==> config.mk <==
export PLATFORM = sky130hd
export DESIGN_NAME = dckv_divider
export DESIGN_NICKNAME = d
export VERILOG_FILES = /design/src/design/dckv_pkg.sv /design/src/design/dckv_divider.sv
export VERILOG_INCLUDE_DIRS = /design/src /design/src/design
export SDC_FILE = /design/constraint.sdc
export NUM_CORES = 1
export LEC_CHECK = 0
export ABC_AREA = 1
export BUFFER_PORTS_ARGS = -buffer_cell sky130_fd_sc_hd__buf_4
export CORE_AREA = 2 2 204 206
export CTS_CLUSTER_DIAMETER = 200
export DETAILED_ROUTE_END_ITERATION = 6
export DIE_AREA = 0 0 206 208
export GPL_TIMING_DRIVEN = 0
export PLACE_DENSITY = 0.56
export SYNTH_ARGS = -nofsm -noshare
export SYNTH_HDL_FRONTEND = slang
export SYNTH_SLANG_ARGS = --single-unit
==> constraint.sdc <==
create_clock -name clk -period 3.35 [get_ports clk]
set_input_delay 0.5025 -clock clk [delete_from_list [all_inputs] [get_ports clk]]
set_output_delay 0.5025 -clock clk [all_outputs]
set_load 0.05 [all_outputs]
==> src/design/dual_contact_key_velocity_top_defines.svh <==
// Assertion macros shared by the design files.
`ifndef DUAL_CONTACT_KEY_VELOCITY_TOP_DEFINES_SVH
`define DUAL_CONTACT_KEY_VELOCITY_TOP_DEFINES_SVH

// Implication checked on every clock edge outside reset.
`define DCKV_ASSERT_IMP(label, ante, cons, msg) \
  label: assert property (@(posedge clk) disable iff (rst) (ante) |-> (cons)) \
    else $error(msg);

// Implication whose consequent is checked in the cycle after the antecedent.
`define DCKV_ASSERT_NEXT(label, ante, cons, msg) \
  label: assert property (@(posedge clk) disable iff (rst) (ante) |=> (cons)) \
    else $error(msg);

`endif

==> src/design/dckv_pkg.sv <==
`default_nettype none
package dckv_pkg;
  localparam int NUM_KEYS = 88;
  localparam int KEY_W = 7;
  localparam int TIME_W = 32;
  localparam int CFG_W = 20;
  localparam int CFG_IDX_W = 3;
  localparam int VEL_W = 16;
  localparam int DIV_W = 56;

  localparam logic [CFG_IDX_W-1:0] REG_NOTE_OFFSET = 3'd0;
  localparam logic [CFG_IDX_W-1:0] REG_ON_FAST = 3'd1;
  localparam logic [CFG_IDX_W-1:0] REG_ON_SLOW = 3'd2;
  localparam logic [CFG_IDX_W-1:0] REG_OFF_FAST = 3'd3;
  localparam logic [CFG_IDX_W-1:0] REG_OFF_SLOW = 3'd4;
  localparam logic [CFG_IDX_W-1:0] REG_CURVE_BIAS = 3'd5;
  localparam logic [CFG_IDX_W-1:0] REG_SETTLE = 3'd6;

  localparam logic [1:0] POS_UP = 2'd0;
  localparam logic [1:0] POS_GOING_DOWN = 2'd1;
  localparam logic [1:0] POS_DOWN = 2'd2;
  localparam logic [1:0] POS_GOING_UP = 2'd3;

  localparam logic [1:0] EV_NONE = 2'd0;
  localparam logic [1:0] EV_NOTE_ON = 2'd1;
  localparam logic [1:0] EV_NOTE_OFF = 2'd2;

  typedef struct packed {
    logic [1:0] position;
    logic [TIME_W-1:0] travel_start;
    logic [TIME_W-1:0] upper_stamp;
    logic [TIME_W-1:0] lower_stamp;
    logic upper_lock;
    logic lower_lock;
    logic upper_seen;
    logic lower_seen;
  } key_rec_t;

  typedef struct packed {
    logic start;
    logic [DIV_W-1:0] num;
    logic [DIV_W-1:0] den;
  } div_req_t;

  typedef struct packed {
    logic busy;
    logic done;
    logic [DIV_W-1:0] quot;
  } div_stat_t;
endpackage
`default_nettype wire

==> src/design/dckv_divider.sv <==
`default_nettype none
module dckv_divider (
  input  wire logic clk,
  input  wire logic rst,
  input  wire dckv_pkg::div_req_t req,
  output dckv_pkg::div_stat_t stat
);
  import dckv_pkg::*;
  `include "dual_contact_key_velocity_top_defines.svh"

  localparam int CNT_W = $clog2(DIV_W + 1);

  logic [DIV_W-1:0] rem;
  logic [DIV_W-1:0] quot;
  logic [DIV_W-1:0] den;
  logic [CNT_W-1:0] cnt;
  logic busy;
  logic done;
  logic [DIV_W:0] trial;
  logic [DIV_W-1:0] rem_sh;

  // one quotient bit a cycle, restoring
  always_comb begin
    rem_sh = {rem[DIV_W-2:0], quot[DIV_W-1]};
    trial = {rem[DIV_W-1], rem_sh} - {1'b0, den};
  end

  always_ff @(posedge clk) begin
    if (rst) begin
      busy <= 1'b0;
      done <= 1'b0;
      cnt <= '0;
    end else begin
      done <= 1'b0;
      if (req.start) begin
        busy <= 1'b1;
        cnt <= CNT_W'(DIV_W);
      end else if (busy) begin
        cnt <= cnt - 1'b1;
        if (cnt == CNT_W'(1)) begin
          busy <= 1'b0;
          done <= 1'b1;
        end
      end
    end
  end

  always_ff @(posedge clk) begin
    if (req.start) begin
      rem <= '0;
      quot <= req.num;
      den <= req.den;
    end else if (busy) begin
      if (!trial[DIV_W]) begin
        rem <= trial[DIV_W-1:0];
        quot <= {quot[DIV_W-2:0], 1'b1};
      end else begin
        rem <= rem_sh;
        quot <= {quot[DIV_W-2:0], 1'b0};
      end
    end
  end

  assign stat.busy = busy;
  assign stat.done = done;
  assign stat.quot = quot;

  `DCKV_ASSERT_NEXT(a_div_done_once, done, !done, "divider done held two cycles")
  `DCKV_ASSERT_IMP(a_div_no_restart, busy, !req.start, "divider restarted while busy")
  `DCKV_ASSERT_IMP(a_div_done_idle, done, !busy, "divider done while busy")
endmodule
`default_nettype wire

==> results.sh, run 1 <==
export IMPL_wire_per_inst_microns=14.5
export IMPL_drcViolationCount=0
export IMPL_end_kind="flip-flop"
export IMPL_yosysTopAreaCellShare_pct=27.0
export IMPL_numCtsBuffers=17
export IMPL_synth_area_leader_cell="nand2_1"
export IMPL_slew_violations=0
export IMPL_finClkSkew_ps=15.9
export IMPL_grtUsageMet3_pct=5.26
export IMPL_syn_inst=1963
export IMPL_portBuffers=172
export IMPL_ys_seq_area_share_pct=37.1
export IMPL_insertion_delay_ps=470
export IMPL_grt_overflow=0
export IMPL_p_per_area_nw_per_um2=363
export IMPL_worstHoldPathType="in2reg"
export IMPL_placeableCoreArea_sq_um=40600
export IMPL_critPathArrivalTime_ps=3410
export IMPL_clock_path_buffers=2
export IMPL_root_buffer="clkbuf_16"
export IMPL_fin_ws_ps=304
export IMPL_met2_usage_pct=30.4
export IMPL_hold_slack_ps=210
export IMPL_crit_type="reg2reg"
export IMPL_fin_crit_sh_pct=90.9
export IMPL_dieArea_sq_um=42800
export IMPL_async_reset_ff_share_pct=0
export IMPL_clk_pin_slew_ps=80
export IMPL_grt_first_pass_wirelength_mm=61.5
export IMPL_timing_fmax_mhz=328
export IMPL_grt_setup_unrepaired="false"
export IMPL_cts_tree="yes"
export IMPL_cp_start_kind="flip-flop"
export IMPL_fill_cells=4505
export IMPL_drive_gt1_share_pct=11.9
export IMPL_yosys_area_share_simple_pct=37.5
export IMPL_htreeDepth=4
export IMPL_initial_core_util_pct=30.8
export IMPL_syn_area_sq_um=12500
export IMPL_vias_per_cell=4.44
export IMPL_grt_pass1_vias=11730
export IMPL_synth_edf_count=112
export IMPL_synth_seq_cells=176
export IMPL_worstPathMaxFanout=10
export IMPL_cts_hold_buf=0
export IMPL_synth_ff_type="edfxtp_1"
export IMPL_dieWidth_microns=206
export IMPL_dp_cells=2668
export IMPL_drtIter0Drc=774
export IMPL_worstMarginPinSlew_ps=796
export IMPL_final_nets=2329
export IMPL_ys_types=38
export IMPL_drv_cap=0
export IMPL_syn_num_nets=2137
export IMPL_crit_required_ps=3720
export IMPL_synth_warnings=0
export IMPL_antenna_found_initial=0
export IMPL_synth_adder_area_share_pct=5.96
export IMPL_synth_avg_cell_area_sq_um=6.37
export IMPL_ant_nets=0
export IMPL_areaGrowthSynthToFinish_pct=20.0
export IMPL_ir_drop_v=0.000350
export IMPL_wl_mm=39.2
export IMPL_p_leak_nw=8.35
export IMPL_synth_xor_xnor_area_share_pct=2.31
export IMPL_vias=11993
export IMPL_dp_hpwl_mm=31.7
export IMPL_busiest_layer="met2"
export IMPL_dr_pass1_iters=5
export IMPL_antenna_cells=0
export IMPL_final_instance_count_excl_fill=2700
export IMPL_synthMuxAreaShare_pct=0
export IMPL_status="completed"
export IMPL_ioPinCount=173
export IMPL_dieHeight_microns=208
export IMPL_finalHoldViolations=0
export IMPL_dpl_worst_slack_ps=-313
export IMPL_grt_use_met1_pct=23.7
export IMPL_track_usage_pct=18.7
export IMPL_place_gp_congestion=0.962
export IMPL_period_needed_ps=3050
export IMPL_numClockSinks=176
export IMPL_placementRows=74
export IMPL_netlist_top_cells_area="nand2_1 27%, edfxtp_1 27%, inv_1 13%, dfxtp_1 10%, ha_1 5.8%"
export IMPL_finalSetupViolCount=0
export IMPL_synth_top_family_by_area="simple AND/OR/NAND/NOR gates"
export IMPL_max_slew_margin_pct=46.9
export IMPL_synth_compound_area_share_pct=2.42
export IMPL_finalSetupTns_ps=0
export IMPL_grt_max_degree=58
## timing repair
action | CTS | global route
endpoints found under the hold margin | 0 | 0
endpoints found under the setup margin | 0 | 25
gates resized for setup | 0 | 2
setup buffers | 0 | 0
## synth_stat cells, types with 3 or more instances
master,n
a21oi_1,31
buf_2,7
buf_6,5
clkbuf_1,24
dfxtp_1,64
edfxtp_1,112
ha_1,58
inv_1,423
inv_2,8
nand2_1,899
nand2_2,15
nand3_1,106
nand3_2,3
nand4_1,16
nor2_1,106
nor2_2,4
nor3_1,9
o21ai_0,12
o21bai_1,3
xnor2_1,20
xor2_1,13
## per-stage QoR
step                      utilization (%)  instance area (sq um)  power [mW]
after floorplan                         -                  12500        3.20
after global placement               35.7                  14500        3.60
after detailed placement             35.7                  14500        3.60
after CTS                            37.0                  15000        5.53
after global routing                 37.0                  15000        5.70
final                                37.0                  15000        5.44
## placed cells by master (no fill, tap or decap), types with 2 or more instances in the layout
cell type,count
nand3_1,106
buf_12,2
a31oi_1,2
inv_1,422
clkinvlp_4,4
buf_2,7
ha_1,58
clkbuf_16,17
o21ai_0,12
nor2_4,2
edfxtp_1,112
buf_4,174
nand4_1,16
xor2_1,13
o21a_1,2
clkbuf_1,26
clkinv_2,2
xnor2_1,20
inv_2,9
or2_2,2
nand2_1,899
buf_6,5
dfxtp_1,64
a21oi_2,2
nor3_1,9
nand2_2,15
and2_1,2
o21bai_1,3
inv_6,4
clkinv_1,2
nand3_2,3
nor2_1,106
nor2_2,4
nand2_4,2
a21oi_1,31
## worst paths after layout
path / from / endpoint / slack [ps] / cells past startpoint
setup reg to reg: quot[55]$_DFFE_PP_ / rem[27]$_SDFFE_PP0P_ / 300 / 19
hold reg to reg: cnt[5]$_SDFFE_PP0P_ / cnt[5]$_SDFFE_PP0P_ / 470 / 2
setup / recovery: quot[55]$_DFFE_PP_ / rem[27]$_SDFFE_PP0P_ / 300 / 19
hold / removal: req[30] / den[30]$_DFFE_PP_ / 210 / 1
## cell families after synthesis
family	count (synthesis)
AND/OR/NAND/NOR	1169
XOR/XNOR	33
AO/OA/AOI/OAI	55
buffers and inverters	471
flip-flops	176
adder cells (fa/ha/maj)	59
## cell type report
cell class                      instances  area (sq um)  area share (%)
Timing Repair Buffer                  173          1310            8.73
Buffer                                 39           218            1.45
Inverter                              432          1620            10.8
Multi-Input combinational cell       1316          6030            40.2
Clock inverter                         12          87.6           0.583
Tap cell                              532           666            4.43
Sequential cell                       176          4640            30.9
Clock buffer                           20           437            2.91
## power breakdown
group | switching, mW | total [mW] | internal (mW) | leakage [nW]
sequential | 0.0687 | 2.53 | 2.47 | 1.64
combinational | 0.691 | 1.02 | 0.328 | 6.46
clock | 0.939 | 1.89 | 0.953 | 0.245
## critical path, cell delays in order (launching register included)
cell      delay, ps
edfxtp_1        360
inv_1            80
ha_1            230
fa_1            410
inv_1           130
nand2_1          60
nand2_1          80
nand3_1         110
nand2_2         170
nand2_1          90
nand3_2         170
nand2_2         110
nand3_2         110
nand2_1          70
nand2_2         120
buf_6           200
buf_6           180
nand2_1          70
nand3_1         130
nand2_1          60
## routing by layer
layer  vias to the layer above  wire, microns
met5                         -              0
met4                         0           1030
met3                        49           2810
met2                       326          17600
met1                      5392          17700
li1                       6226              -
## sequential cells by signal, summed over array words and instances, names as in the netlist
register and flops:
busy 1, cnt 6, den 56, done 1, quot 56, rem 56
(Power assumes the default switching activity.)
==> run 2: changes to the inputs <==
- CORE_AREA: 2 2 204 206 -> 2 2 187 226
- DIE_AREA: 0 0 206 208 -> 0 0 189 228
- REMOVE_ABC_BUFFERS: not set -> 1
==> results.sh, run 2 (synthesis results as in run 1) <==
export IMPL_drive_gt1_share_pct=11.7
export IMPL_worstMarginPinSlew_ps=840
export IMPL_grt_overflow=0
export IMPL_worstHoldPathType="in2reg"
export IMPL_dieArea_sq_um=43100
export IMPL_ioPinCount=173
export IMPL_worstPathMaxFanout=57
export IMPL_final_nets=2293
export IMPL_wire_per_inst_microns=13.5
export IMPL_portBuffers=172
export IMPL_grt_setup_unrepaired="false"
export IMPL_crit_type="reg2reg"
export IMPL_slew_violations=0
export IMPL_busiest_layer="met2"
export IMPL_clock_path_buffers=2
export IMPL_ir_drop_v=0.000332
export IMPL_cp_start_kind="flip-flop"
export IMPL_htreeDepth=4
export IMPL_antenna_found_initial=0
export IMPL_insertion_delay_ps=470
export IMPL_grtUsageMet3_pct=3.77
export IMPL_root_buffer="clkbuf_16"
export IMPL_drcViolationCount=0
export IMPL_cts_setup_buffers=0
export IMPL_slowest_stage="nand2_4"
export IMPL_wl_mm=36.2
export IMPL_finalSetupTns_ps=0
export IMPL_drv_cap=0
export IMPL_grt_pass1_vias=11219
export IMPL_placementRows=82
export IMPL_layout_common_cells="899 x nand2_1, 422 x inv_1, 171 x buf_4, 112 x edfxtp_1, 106 x nand3_1"
export IMPL_crit_path_frequent_cell="nand2_1"
export IMPL_ant_nets=0
export IMPL_top_regs="den: 56 flops, quot: 56 flops, rem: 56 flops"
export IMPL_areaGrowthSynthToFinish_pct=19.7
export IMPL_grt_first_pass_wirelength_mm=57.3
export IMPL_critPathArrivalTime_ps=3400
export IMPL_numCtsBuffers=17
export IMPL_dr_pass1_iters=6
export IMPL_period_needed_ps=3040
export IMPL_cts_hold_buf=0
export IMPL_dpl_worst_slack_ps=-279
export IMPL_dp_cells=2645
export IMPL_grt_use_met1_pct=19.8
export IMPL_finalHoldViolations=0
export IMPL_clk_pin_slew_ps=80
export IMPL_final_instance_count_excl_fill=2678
export IMPL_vias=11591
export IMPL_max_slew_margin_pct=44.0
export IMPL_cts_tree="yes"
export IMPL_finClkSkew_ps=12.5
export IMPL_dp_hpwl_mm=28.8
export IMPL_dieWidth_microns=189
export IMPL_path_buf_inv=2
export IMPL_crit_family="simple AND/OR/NAND/NOR gates"
export IMPL_vias_per_cell=4.33
export IMPL_numClockSinks=176
export IMPL_slowest_delay_ps=480
export IMPL_fin_crit_sh_pct=90.8
export IMPL_p_leak_nw=8.32
export IMPL_placeableCoreArea_sq_um=41100
export IMPL_place_gp_congestion=0.939
export IMPL_end_kind="flip-flop"
export IMPL_finalSetupViolCount=0
export IMPL_status="completed"
export IMPL_final_util_pct=36.4
export IMPL_final_common_cell="nand2_1"
export IMPL_grt_max_degree=117
export IMPL_p_per_area_nw_per_um2=371
export IMPL_timing_fmax_mhz=329
export IMPL_antenna_cells=0
export IMPL_ctsResizeCount=1
export IMPL_met2_usage_pct=30.2
export IMPL_path_cells="inv_1, ha_1, fa_1, inv_1, nand2_1, nand2_1, nand3_1, nand2_2, nand2_1, nand3_2, nand2_2, nand3_2, nand2_1, nand2_4, nand2_1, nand3_1, nand2_1"
export IMPL_dieHeight_microns=228
export IMPL_crit_required_ps=3710
export IMPL_drtIter0Drc=657
export IMPL_track_usage_pct=16.9
export IMPL_fin_ws_ps=307
export IMPL_initial_core_util_pct=30.4
## run 2: metrics by stage
stage	hold WS, ps	instance area, sq um	power [mW]
2_1_floorplan	442	12300	3.19
4_1_cts	180	14900	5.64
6_report	201	15000	5.56
3_3_place_gp	458	14300	3.57
3_5_place_dp	464	14400	3.59
5_1_grt	188	15000	5.80
## run 2: final timing paths
check	startpoint	endpoint	slack [ps]	depth (start not counted)
setup / recovery	quot[55]$_DFFE_PP_	rem[17]$_SDFFE_PP0P_	310	17
hold / removal	req[37]	den[37]$_DFFE_PP_	200	1
setup reg to reg	quot[55]$_DFFE_PP_	rem[17]$_SDFFE_PP0P_	310	17
hold reg to reg	rem[36]$_SDFFE_PP0P_	rem[36]$_SDFFE_PP0P_	470	2
## run 2: area by class of cell
| class | instances | area [sq um] |
|---|---|---|
| sequential | 176 | 4640 |
| clock inverter | 12 | 116 |
| tap | 546 | 683 |
| fill | 4500 | 26200 |
| multi-input combinational | 1316 | 6050 |
| inverter | 432 | 1620 |
| clock buffer | 20 | 468 |
| timing repair buffer | 176 | 1390 |
## run 2: power by group
group	leakage (nW)	switching, mW	total (mW)	internal [mW]
Sequential	1.64	0.0728	2.54	2.46
Clock	0.284	0.984	2.03	1.04
Combinational	6.39	0.666	0.997	0.331
Total	8.32	1.72	5.56	3.84
## run 2: metal layers
layer	vias to the layer above	wire length, microns
met5	-	0
met4	0	881
met3	41	2010
met2	272	17700
met1	5124	15600
li1	6154	-
